==> config.mk <==
export PLATFORM = sky130hd
export DESIGN_NAME = vdeq_ring
export DESIGN_NICKNAME = d
export VERILOG_FILES = /design/src/hdl/vdeq_pkg.sv /design/src/hdl/vdeq_ring.sv
export SDC_FILE = /design/constraint.sdc
export NUM_CORES = 1
export LEC_CHECK = 0
export ABC_AREA = 1
export BUFFER_PORTS_ARGS = -buffer_cell sky130_fd_sc_hd__buf_2
export CORE_UTILIZATION = 48
export CTS_BUF_LIST = sky130_fd_sc_hd__clkbuf_2
export CTS_CLUSTER_DIAMETER = 30
export DETAILED_ROUTE_END_ITERATION = 12
export REMOVE_ABC_BUFFERS = 1
export SYNTH_ARGS = -nofsm -noshare
export SYNTH_HDL_FRONTEND = slang
export SYNTH_SLANG_ARGS = --single-unit
==> constraint.sdc <==
create_clock -name clk -period 5.8 [get_ports clk]
set_clock_uncertainty 0.05 [all_clocks]
set_input_delay 0.58 -clock clk [delete_from_list [all_inputs] [get_ports clk]]
set_output_delay 0.58 -clock clk [all_outputs]
set_load 0.005 [all_outputs]
==> src/hdl/vdeq_pkg.sv <==
// Shared types and constants of the validated double-ended queue.
// Depends on nothing; every other file of the block imports it.
`default_nettype none

package vdeq_pkg;

    localparam int PASS_W = 17;
    localparam int SEAT_W = 8;
    localparam int NAME_W = 16;
    localparam int OCC_W  = 5;
    localparam int CFG_IDX_W  = 1;
    localparam int CFG_DATA_W = 17;

    localparam logic [PASS_W-1:0] MAX_PASSPORT_RST = 17'd88000;
    localparam logic [SEAT_W-1:0] MAX_SEAT_RST     = 8'd150;

    localparam logic [CFG_IDX_W-1:0] REG_MAX_PASSPORT = 1'b0;
    localparam logic [CFG_IDX_W-1:0] REG_MAX_SEAT     = 1'b1;

    typedef enum logic [1:0] {
        ACT_PUSH_BACK  = 2'd0,
        ACT_PUSH_FRONT = 2'd1,
        ACT_POP_FRONT  = 2'd2,
        ACT_CLEAR      = 2'd3
    } action_t;

    typedef enum logic [1:0] {
        ST_OK      = 2'd0,
        ST_INVALID = 2'd1,
        ST_EMPTY   = 2'd2,
        ST_FULL    = 2'd3
    } status_t;

    typedef struct packed {
        logic [PASS_W-1:0] passport;
        logic [SEAT_W-1:0] seat;
        logic [NAME_W-1:0] name;
    } entry_t;

    typedef struct packed {
        status_t          status;
        entry_t           popped;
        entry_t           head;
        entry_t           tail;
        logic [OCC_W-1:0] occupancy;
    } result_t;

endpackage

`default_nettype wire

==> src/hdl/vdeq_ring.sv <==
// Ring storage of the queue entries: one write port, one registered read port.
// Depends on vdeq_pkg for the entry type.
`default_nettype none

module vdeq_ring import vdeq_pkg::*;
#(
    parameter int DEPTH = 16
)
(
    input  wire logic                     clk,
    input  wire logic                     we,
    input  wire logic [$clog2(DEPTH)-1:0] waddr,
    input  wire entry_t                   wdata,
    input  wire logic                     re,
    input  wire logic [$clog2(DEPTH)-1:0] raddr,
    output entry_t                        rdata
);

    entry_t mem [DEPTH];
    entry_t rdata_reg;

    always_ff @(posedge clk)
    begin
        if (we)
        begin
            mem[waddr] <= wdata;
        end
        if (re)
        begin
            rdata_reg <= mem[raddr];
        end
    end

    assign rdata = rdata_reg;

endmodule

`default_nettype wire

==> flow_summary.html, run 1 <==
<table>
<tr><th>Metric</th><th>Value</th></tr>
<tr><th colspan="2">Synthesis</th></tr>
<tr><td>Synth warn</td><td>0</td></tr>
<tr><td>Adder and majority cell fraction of the synthesized area</td><td>0</td></tr>
<tr><td>Number of different library cells in the post-synthesis netlist</td><td>15</td></tr>
<tr><td>Gate count after technology mapping</td><td>2708</td></tr>
<tr><td>Area share of xor/xnor cells in the synthesized design</td><td>0</td></tr>
<tr><td>Flops &amp; latches, synth</td><td>697</td></tr>
<tr><td>Post-Syn Area</td><td>about 0.030 mm²</td></tr>
<tr><td>Complex-gate fraction of the synthesized area</td><td>0</td></tr>
<tr><td>Post-Synth Simple-Gate Area</td><td>0.196</td></tr>
<tr><td>Mux contribution to synthesized area</td><td>0</td></tr>
<tr><td>Proportion of synthesized chip area in sequential cells</td><td>0.709</td></tr>
<tr><td>Per-instance average area after synthesis</td><td>10.9 µm²</td></tr>
<tr><td>Largest family of logic cells by synthesized area</td><td>simple AND/OR/NAND/NOR gates</td></tr>
<tr><th colspan="2">STA</th></tr>
<tr><td>Worst rel slew slack</td><td>0.246</td></tr>
<tr><td>Setup total negative slack</td><td>0 ns</td></tr>
<tr><td>Hold Violations, Final</td><td>0</td></tr>
<tr><td>Unrepaired setup endpoints after global routing</td><td>no</td></tr>
<tr><td>Final count of negative-setup-slack endpoints</td><td>0</td></tr>
<tr><td>Actual slew at the worst max-slew pin</td><td>1.13 ns</td></tr>
<tr><td>Post-route minimum period</td><td>a little over 4 ns</td></tr>
<tr><td>Maximum operating frequency</td><td>around 250 MHz</td></tr>
<tr><td>Post-route fraction of the period consumed by the critical path</td><td>0.699</td></tr>
<tr><td>Count of final max-slew check failures</td><td>0</td></tr>
<tr><td>Worst-case setup margin in the final layout</td><td>between 1.5 and 2 ns</td></tr>
<tr><th colspan="2">Clock network</th></tr>
<tr><td>Post-CTS resize count</td><td>0</td></tr>
<tr><td>Clock-pin slew on the worst setup and hold paths</td><td>about 0.1 ns</td></tr>
<tr><td>Clock insertion delay at the later pin of the skew report</td><td>1.34 ns</td></tr>
<tr><td>Depth of the CTS H-tree</td><td>4</td></tr>
<tr><td>Root buffer cell</td><td>sky130_fd_sc_hd__clkbuf_2</td></tr>
<tr><td>Number of buffers inserted to repair setup after CTS</td><td>0</td></tr>
<tr><td>Number of sinks on the clock net</td><td>697</td></tr>
<tr><td>TritonCTS clock tree</td><td>built</td></tr>
<tr><td>TritonCTS buffer count</td><td>178</td></tr>
<tr><td>Clock tree buffer depth</td><td>3</td></tr>
<tr><th colspan="2">Power</th></tr>
<tr><td>PwrDens</td><td>289 mW/mm²</td></tr>
<tr><td>Worst IR Drop VDD</td><td>0.000199 V</td></tr>
<tr><td>Static leakage</td><td>0.0143 µW</td></tr>
<tr><th colspan="2">Detailed routing</th></tr>
<tr><td>Number of DRC violations after detailed-routing iteration 0</td><td>1661</td></tr>
<tr><td>Vias per Instance</td><td>5.09</td></tr>
<tr><td>First-pass iteration count of the detailed router</td><td>6</td></tr>
<tr><td>Remaining routing DRC violations</td><td>0</td></tr>
<tr><td>Total via count in the routed design</td><td>19810</td></tr>
<tr><td>Sum of routed wire length over all layers</td><td>72900 µm</td></tr>
<tr><td>Average wire per standard cell</td><td>18.8 µm</td></tr>
<tr><td>Post-route ant nets</td><td>0</td></tr>
<tr><th colspan="2">Worst setup path</th></tr>
<tr><td>Crit start category</td><td>input pin</td></tr>
<tr><td>Sum of buffers and inverters on the critical path</td><td>7</td></tr>
<tr><td>Crit Path Max Fanout</td><td>around 180</td></tr>
<tr><td>Ordered cell list for the critical path</td><td>dlygate4sd3_1, buf_8, inv_8, buf_4, nand2_1, nand3_1, nand3_1, dlygate4sd3_1, nand3_1, dlygate4sd3_1, nand2_1, dlygate4sd3_1</td></tr>
<tr><td>Delay of the slowest critical-path stage</td><td>between 0.8 and 0.9 ns</td></tr>
<tr><td>Cell family contributing the most delay on the critical path</td><td>buffers and inverters</td></tr>
<tr><td>Cell type of the slowest stage on the worst timing path</td><td>sky130_fd_sc_hd__inv_8</td></tr>
<tr><td>Worst Setup Path Type</td><td>input pin to flop</td></tr>
<tr><td>Critical path required time</td><td>6.83 ns</td></tr>
<tr><td>Crit end category</td><td>flop</td></tr>
<tr><td>Data arrival at the endpoint of the critical path</td><td>5.09 ns</td></tr>
<tr><td>Critical path's most frequent cell</td><td>sky130_fd_sc_hd__dlygate4sd3_1</td></tr>
<tr><th colspan="2">Floorplan</th></tr>
<tr><td>Chip Width</td><td>250 µm</td></tr>
<tr><td># IOs</td><td>93</td></tr>
<tr><td>Overall die height</td><td>250 µm</td></tr>
<tr><td>Floorplan die area</td><td>0.0625 mm²</td></tr>
<tr><td>Area of the placeable core</td><td>0.0606 mm²</td></tr>
<tr><td>Placement row count</td><td>90</td></tr>
<tr><td>Starting Density</td><td>0.487</td></tr>
<tr><th colspan="2">Final layout</th></tr>
<tr><td>Fraction of final layout cells sized beyond drive strength 1</td><td>0.133</td></tr>
<tr><td>Final instance area</td><td>0.0331 mm²</td></tr>
<tr><td>Area grow syn2layout</td><td>12.0%</td></tr>
<tr><td>Max reg flops</td><td>roughly 660</td></tr>
<tr><td>Nets@finish</td><td>3038</td></tr>
<tr><th colspan="2">GRT</th></tr>
<tr><td>Largest net degree at the start of global routing</td><td>180</td></tr>
<tr><td>Wire length of the first global-routing pass</td><td>111000 µm</td></tr>
<tr><td>Leftover overflow at the end of global routing</td><td>0</td></tr>
<tr><td>Antenna violations before repair</td><td>1</td></tr>
<tr><td>Tot GR Track Use</td><td>0.238</td></tr>
<tr><td>Vias in the first global route</td><td>19012</td></tr>
<tr><th colspan="2">Place</th></tr>
<tr><td>Number of input and output port buffers inserted</td><td>92</td></tr>
<tr><td>Half-perimeter wire length of the detailed placement result</td><td>between 30000 and 40000 µm</td></tr>
<tr><td>Worst slack after detailed placement</td><td>2.64 ns</td></tr>
<tr><td>Cell area after placement</td><td>0.0304 mm²</td></tr>
<tr><td>RD Place Congestion</td><td>roughly 0.76</td></tr>
<tr><th colspan="2">Job</th></tr>
<tr><td>Max-capacitance violation count</td><td>0</td></tr>
<tr><th colspan="2">Run status</th></tr>
<tr><td>Run status</td><td>complete, no violations</td></tr>
<tr><th colspan="2">Min path</th></tr>
<tr><td>Min-delay worst type</td><td>input pin to flop</td></tr>
</table>
## logic make-up (layout without fill, tap and decap cells)
group	count (synthesis)	in the layout
buf+inv	633	1031
simple gates	1378	1378
other cells	0	1
flops	697	697
## stage by stage
stage	utilization	power (µW)	std cells	hold WS [ns]
2_1_floorplan	-	6110	2573	0.629
3_3_place_gp	0.502	6420	3478	0.652
3_5_place_dp	0.502	6430	3478	0.663
4_1_cts	0.545	9660	3888	0.00687
5_1_grt	0.546	10000	3889	0.0652
6_report	0.546	9560	3889	0.217
## power breakdown
| group | total [µW] | switching [µW] | internal (µW) | leakage, µW |
|---|---|---|---|---|
| clock | 3180 | 1950 | 1240 | 0.00119 |
| combinational | 676 | 462 | 214 | 0.00682 |
| sequential | 5700 | 33.9 | 5670 | 0.00633 |
| total | 9560 | 2440 | 7120 | 0.0143 |
## final cells by class
class                   instances  area (µm²)
fillers                      5308       27500
flip-flops and latches        697       20900
multi-input cells            1378        5920
inverters                     498        1880
repair buffers                233        1830
clock buffers                 246        1230
well taps                     782         978
clock inverters                54         283
diodes                          1        2.50
## timing repair
item                                    in CTS  in global routing
endpoints found under the setup margin       0                  0
hold buffers                               110                  0
endpoints found under the hold margin      877                  0
## layer usage
metal,GRT usage,routed length (µm)
met1,0.327,32200
met2,0.380,34700
met3,0.0514,4920
met4,0.0766,1170
met5,0,0
## layout by cell type, fill, tap and decap left out
cell type	count
sky130_fd_sc_hd__buf_2	89
sky130_fd_sc_hd__diode_2	1
sky130_fd_sc_hd__nand3b_1	2
sky130_fd_sc_hd__buf_12	1
sky130_fd_sc_hd__clkinv_4	2
sky130_fd_sc_hd__inv_2	8
sky130_fd_sc_hd__buf_4	31
sky130_fd_sc_hd__dlygate4sd3_1	110
sky130_fd_sc_hd__nor2_4	16
sky130_fd_sc_hd__clkinv_1	29
sky130_fd_sc_hd__inv_8	1
sky130_fd_sc_hd__inv_6	1
sky130_fd_sc_hd__buf_8	1
sky130_fd_sc_hd__buf_6	1
sky130_fd_sc_hd__nor2_1	1
sky130_fd_sc_hd__bufinv_16	2
sky130_fd_sc_hd__inv_1	494
sky130_fd_sc_hd__clkbuf_2	246
sky130_fd_sc_hd__nand3_1	493
sky130_fd_sc_hd__clkinv_2	15
sky130_fd_sc_hd__edfxtp_1	697
sky130_fd_sc_hd__nand2_1	866
## worst paths after layout
check | endpoint | depth (start not counted) | slack, ns | from
worst max-delay path | rdata[28] | 12 | 1.74 | raddr[0]
worst max register to register | rdata[28] | 9 | 3.03 | mem[13][28]
worst min-delay path | mem[14][10] | 2 | 0.22 | wdata[10]
worst min register to register | rdata[34] | 6 | 0.64 | mem[10][34]
## cells in the mapped netlist
cell | count | area share
sky130_fd_sc_hd__buf_2 | 66 | 0.011
sky130_fd_sc_hd__edfxtp_1 | 697 | 0.71
sky130_fd_sc_hd__nand2_1 | 866 | 0.11
sky130_fd_sc_hd__buf_8 | 1 | 0.00051
sky130_fd_sc_hd__buf_4 | 3 | 0.00076
sky130_fd_sc_hd__buf_6 | 38 | 0.014
sky130_fd_sc_hd__buf_1 | 15 | 0.0019
sky130_fd_sc_hd__nand3_1 | 493 | 0.084
sky130_fd_sc_hd__nor2_1 | 17 | 0.0022
sky130_fd_sc_hd__inv_6 | 1 | 0.00030
sky130_fd_sc_hd__buf_12 | 1 | 0.00068
sky130_fd_sc_hd__inv_2 | 1 | 0.00013
sky130_fd_sc_hd__inv_1 | 496 | 0.063
sky130_fd_sc_hd__clkbuf_1 | 11 | 0.0014
sky130_fd_sc_hd__nand3b_1 | 2 | 0.00051
(Power assumes the default switching activity.)
==> run 2: changes to the inputs <==
--- a/config.mk
+++ b/config.mk
@@ -5,7 +5,7 @@
 export SDC_FILE = /design/constraint.sdc
 export NUM_CORES = 1
 export LEC_CHECK = 0
-export ABC_AREA = 1
+export ABC_AREA = 0
 export BUFFER_PORTS_ARGS = -buffer_cell sky130_fd_sc_hd__buf_2
 export CORE_UTILIZATION = 48
 export CTS_BUF_LIST = sky130_fd_sc_hd__clkbuf_2
==> constraint.sdc (replaced) <==
create_clock -name clk -period 4.03 [get_ports clk]
set_clock_uncertainty 0.05 [all_clocks]
set_input_delay 0.403 -clock clk [delete_from_list [all_inputs] [get_ports clk]]
set_output_delay 0.403 -clock clk [all_outputs]
set_load 0.005 [all_outputs]
==> flow_summary.html, run 2 <==
<table>
<tr><th>Metric</th><th>Value</th></tr>
<tr><th colspan="2">Floorplan</th></tr>
<tr><td>Overall die height</td><td>between 200 and 250 µm</td></tr>
<tr><td>Area of the placeable core</td><td>~0.053 mm²</td></tr>
<tr><td>Placement row count</td><td>84</td></tr>
<tr><td>Floorplan die area</td><td>0.0547 mm²</td></tr>
<tr><td># IOs</td><td>93</td></tr>
<tr><td>Chip Width</td><td>roughly 230 µm</td></tr>
<tr><td>Starting Density</td><td>0.488</td></tr>
<tr><th colspan="2">Detailed routing</th></tr>
<tr><td>Average wire per standard cell</td><td>25.1 µm</td></tr>
<tr><td>Vias per Instance</td><td>5.59</td></tr>
<tr><td>Number of DRC violations after detailed-routing iteration 0</td><td>roughly 980</td></tr>
<tr><td>First-pass iteration count of the detailed router</td><td>11</td></tr>
<tr><td>Total via count in the routed design</td><td>12481</td></tr>
<tr><td>Remaining routing DRC violations</td><td>4</td></tr>
<tr><td>Sum of routed wire length over all layers</td><td>56000 µm</td></tr>
<tr><td>Post-route ant nets</td><td>0</td></tr>
<tr><th colspan="2">GRT</th></tr>
<tr><td>Largest net degree at the start of global routing</td><td>62</td></tr>
<tr><td>Wire length of the first global-routing pass</td><td>between 80000 and 90000 µm</td></tr>
<tr><td>Antenna violations before repair</td><td>3</td></tr>
<tr><td>Tot GR Track Use</td><td>0.215</td></tr>
<tr><td>Leftover overflow at the end of global routing</td><td>0</td></tr>
<tr><td>Vias in the first global route</td><td>13386</td></tr>
<tr><th colspan="2">Min path</th></tr>
<tr><td>Worst Hold Endpoint</td><td>rdata[15]</td></tr>
<tr><td>Hold depth</td><td>5</td></tr>
<tr><td>Start point of the worst min-delay path</td><td>raddr[3]</td></tr>
<tr><td>Min-delay worst type</td><td>input pin to flop</td></tr>
<tr><th colspan="2">Worst setup path</th></tr>
<tr><td>Critical path's most frequent cell</td><td>sky130_fd_sc_hd__dlygate4sd3_1</td></tr>
<tr><td>Sum of buffers and inverters on the critical path</td><td>5</td></tr>
<tr><td>Worst Setup Path Type</td><td>input pin to flop</td></tr>
<tr><td>Crit end category</td><td>flop</td></tr>
<tr><td>Reg2reg end</td><td>rdata[27]</td></tr>
<tr><td>Launch instance of the worst register-to-register path</td><td>mem[8][27]</td></tr>
<tr><td>Cell type of the slowest stage on the worst timing path</td><td>sky130_fd_sc_hd__dlygate4sd3_1</td></tr>
<tr><td>Ordered cell list for the critical path</td><td>dlygate4sd3_1, buf_8, buf_12, mux4_2, a22oi_1, dlygate4sd3_1, nand2_1, dlygate4sd3_1</td></tr>
<tr><td>Logic depth of the worst register-to-register path</td><td>5</td></tr>
<tr><td>Crit Path Max Fanout</td><td>42</td></tr>
<tr><td>Delay of the slowest critical-path stage</td><td>0.58 ns</td></tr>
<tr><td>Cell family contributing the most delay on the critical path</td><td>buffers and inverters</td></tr>
<tr><td>Worst reg-to-reg setup slack</td><td>1.56 ns</td></tr>
<tr><td>Critical path required time</td><td>5.08 ns</td></tr>
<tr><td>Data arrival at the endpoint of the critical path</td><td>roughly 3.7 ns</td></tr>
<tr><td>Crit start category</td><td>input pin</td></tr>
<tr><th colspan="2">STA</th></tr>
<tr><td>Count of final max-slew check failures</td><td>0</td></tr>
<tr><td>Worst rel slew slack</td><td>0.279</td></tr>
<tr><td>Worst-case setup margin in the final layout</td><td>~1.3 ns</td></tr>
<tr><td>Post-route fraction of the period consumed by the critical path</td><td>0.665</td></tr>
<tr><td>Maximum operating frequency</td><td>373 MHz</td></tr>
<tr><td>Unrepaired setup endpoints after global routing</td><td>no</td></tr>
<tr><td>Final count of negative-setup-slack endpoints</td><td>0</td></tr>
<tr><td>Post-route minimum period</td><td>~2.7 ns</td></tr>
<tr><td>Hold Violations, Final</td><td>0</td></tr>
<tr><td>Actual slew at the worst max-slew pin</td><td>1.08 ns</td></tr>
<tr><th colspan="2">Power</th></tr>
<tr><td>Worst IR Drop VDD</td><td>0.000285 V</td></tr>
<tr><td>Total power</td><td>13800 µW</td></tr>
<tr><td>PwrDens</td><td>between 400 and 500 mW/mm²</td></tr>
<tr><td>Static leakage</td><td>0.00998 µW</td></tr>
<tr><th colspan="2">Final layout</th></tr>
<tr><td>Post-layout utilization of the core</td><td>0.568</td></tr>
<tr><td>Final instance area</td><td>0.0300 mm²</td></tr>
<tr><td>Most common cell after layout, fill and taps aside</td><td>sky130_fd_sc_hd__edfxtp_1</td></tr>
<tr><td>Max reg flops</td><td>about 660</td></tr>
<tr><td>Fraction of final layout cells sized beyond drive strength 1</td><td>0.374</td></tr>
<tr><td>Non-filler cells, final</td><td>2234</td></tr>
<tr><td>Area grow syn2layout</td><td>16.4%</td></tr>
<tr><td>Nets@finish</td><td>1465</td></tr>
<tr><td>Commonest cells after routing, fill and taps aside</td><td>sky130_fd_sc_hd__edfxtp_1, sky130_fd_sc_hd__clkbuf_2, sky130_fd_sc_hd__mux4_2</td></tr>
<tr><th colspan="2">Job</th></tr>
<tr><td>Max-capacitance violation count</td><td>0</td></tr>
<tr><th colspan="2">Synthesis</th></tr>
<tr><td>Number of different library cells in the post-synthesis netlist</td><td>16</td></tr>
<tr><td>Per-instance average area after synthesis</td><td>24.2 µm²</td></tr>
<tr><td>Most numerous cell in the Yosys netlist</td><td>sky130_fd_sc_hd__edfxtp_1</td></tr>
<tr><td>Synth warn</td><td>0</td></tr>
<tr><td>EDFF count, synth</td><td>~700</td></tr>
<tr><td>Leading post-synthesis cells by cell area</td><td>sky130_fd_sc_hd__edfxtp_1, sky130_fd_sc_hd__mux4_2, sky130_fd_sc_hd__a22oi_1</td></tr>
<tr><td>Top cells by instance count after synthesis</td><td>sky130_fd_sc_hd__edfxtp_1, sky130_fd_sc_hd__mux4_2, sky130_fd_sc_hd__a22oi_1</td></tr>
<tr><td>Most common flop cell mapped by yosys</td><td>sky130_fd_sc_hd__edfxtp_1</td></tr>
<tr><td>Proportion of synthesized chip area in sequential cells</td><td>0.812</td></tr>
<tr><td>Library cell with the largest summed area after synthesis</td><td>sky130_fd_sc_hd__edfxtp_1</td></tr>
<tr><td>Post-synthesis async set-or-reset flop share</td><td>0</td></tr>
<tr><td>Post-Syn Area</td><td>~0.026 mm²</td></tr>
<tr><td>Area fraction of the dominant cell type after synthesis</td><td>0.812</td></tr>
<tr><td>Flops &amp; latches, synth</td><td>697</td></tr>
<tr><td>Gate count after technology mapping</td><td>1066</td></tr>
<tr><th colspan="2">Place</th></tr>
<tr><td>Number of input and output port buffers inserted</td><td>92</td></tr>
<tr><td>Half-perimeter wire length of the detailed placement result</td><td>28200 µm</td></tr>
<tr><td>Cell area after placement</td><td>0.0274 mm²</td></tr>
<tr><td>Worst slack after detailed placement</td><td>1.39 ns</td></tr>
<tr><td>Number of instances in the placed design</td><td>1824</td></tr>
<tr><td>RD Place Congestion</td><td>0.702</td></tr>
<tr><th colspan="2">Clock network</th></tr>
<tr><td>Post-CTS resize count</td><td>0</td></tr>
<tr><td>Number of sinks on the clock net</td><td>697</td></tr>
<tr><td>TritonCTS clock tree</td><td>built</td></tr>
<tr><td>Clock-pin slew on the worst setup and hold paths</td><td>0.09 ns</td></tr>
<tr><td>Number of buffers inserted to repair setup after CTS</td><td>0</td></tr>
<tr><td>Depth of the CTS H-tree</td><td>4</td></tr>
<tr><td>Clock insertion delay at the later pin of the skew report</td><td>1.33 ns</td></tr>
<tr><td>TritonCTS buffer count</td><td>~180</td></tr>
<tr><td>Number of hold buffers added after CTS</td><td>a little under 100</td></tr>
<tr><td>Clock tree buffer depth</td><td>3</td></tr>
<tr><td>Root buffer cell</td><td>sky130_fd_sc_hd__clkbuf_2</td></tr>
<tr><th colspan="2">Run status</th></tr>
<tr><td>Run status</td><td>complete, but fails checks</td></tr>
<tr><td>Violated checks</td><td>DRC</td></tr>
</table>
run 2: cell count changes after synthesis, moves of 4 or more:
cell / change
sky130_fd_sc_hd__mux4_2: +164
sky130_fd_sc_hd__nand2_1: -824
sky130_fd_sc_hd__inv_1: -496
sky130_fd_sc_hd__buf_2: -50
sky130_fd_sc_hd__buf_6: -38
sky130_fd_sc_hd__nand3_1: -492
sky130_fd_sc_hd__buf_4: +6
sky130_fd_sc_hd__a22oi_1: +82
sky130_fd_sc_hd__clkbuf_1: +9
sky130_fd_sc_hd__buf_1: -5
sky130_fd_sc_hd__nor3_1: +4
sky130_fd_sc_hd__nor2_1: -4
run 2: worst max-delay path by stage:
| stage | startpoint | end | slack, ns | depth (start not counted) |
|---|---|---|---|---|
| final | raddr[0] | rdata[27] | 1.35 | 8 |
| after global routing | raddr[0] | rdata[27] | 1.31 | 8 |
| after CTS | rdata[20] | rdata[20] | 1.37 | 1 |
| after detailed placement | raddr[0] | rdata[19] | 1.39 | 5 |
| after global placement | raddr[0] | rdata[19] | 1.40 | 5 |
| after floorplan | waddr[2] | mem[0][0] | -0.24 | 2 |
run 2: worst reg2reg max path: cells and delay by family (launching register included):
| kind | cells | cell delay, ns |
|---|---|---|
| simple gates | 1 | 0.04 |
| compound gates | 1 | 0.18 |
| flops | 1 | 0.39 |
| buf+inv | 2 | 1.12 |
| mux | 1 | 0.46 |
run 2: final cells by class:
| class | count | area [µm²] |
|---|---|---|
| Timing Repair Buffer | 224 | 1870 |
| Sequential cell | 697 | 20900 |
| Antenna cell | 5 | 12.5 |
| Clock inverter | 62 | 408 |
| Tap cell | 688 | 861 |
| Fill cell | 4082 | 22800 |
| Multi-Input combinational cell | 314 | 4730 |
| Clock buffer | 244 | 1220 |
run 2: kinds of logic (layout without fill, tap and decap cells):
group / after synthesis / after routing / synth area share
flops: 697 / 697 / 0.812
mux: 164 / 164 / 0.143
other cells: 0 / 5 / 0
compound gates: 82 / 82 / 0.0239
simple gates: 68 / 68 / 0.0111
buf+inv: 55 / 530 / 0.0101
run 2: metrics by stage:
step | setup TNS, ns | hold WS [ns]
after floorplan | -9.64 | 0.452
after global placement | 0 | 0.674
after detailed placement | 0 | 0.685
after CTS | 0 | 0.121
after global routing | 0 | 0.207
final | 0 | 0.320
run 2: power by group:
part | internal [µW] | total (µW) | leakage [µW] | switching (µW)
clock network | 2020 | 4780 | 0.00122 | 2760
registers | 8160 | 8200 | 0.00634 | 47.3
logic | 346 | 772 | 0.00243 | 426
total | 10500 | 13800 | 0.00998 | 3230
run 2: routing by layer:
layer,wire length [µm],track usage,vias to the layer above
li1,-,-,5417
met1,24900,0.297,6642
met2,27500,0.337,360
met3,2650,0.0503,62
met4,907,0.0812,0
met5,0,0,-
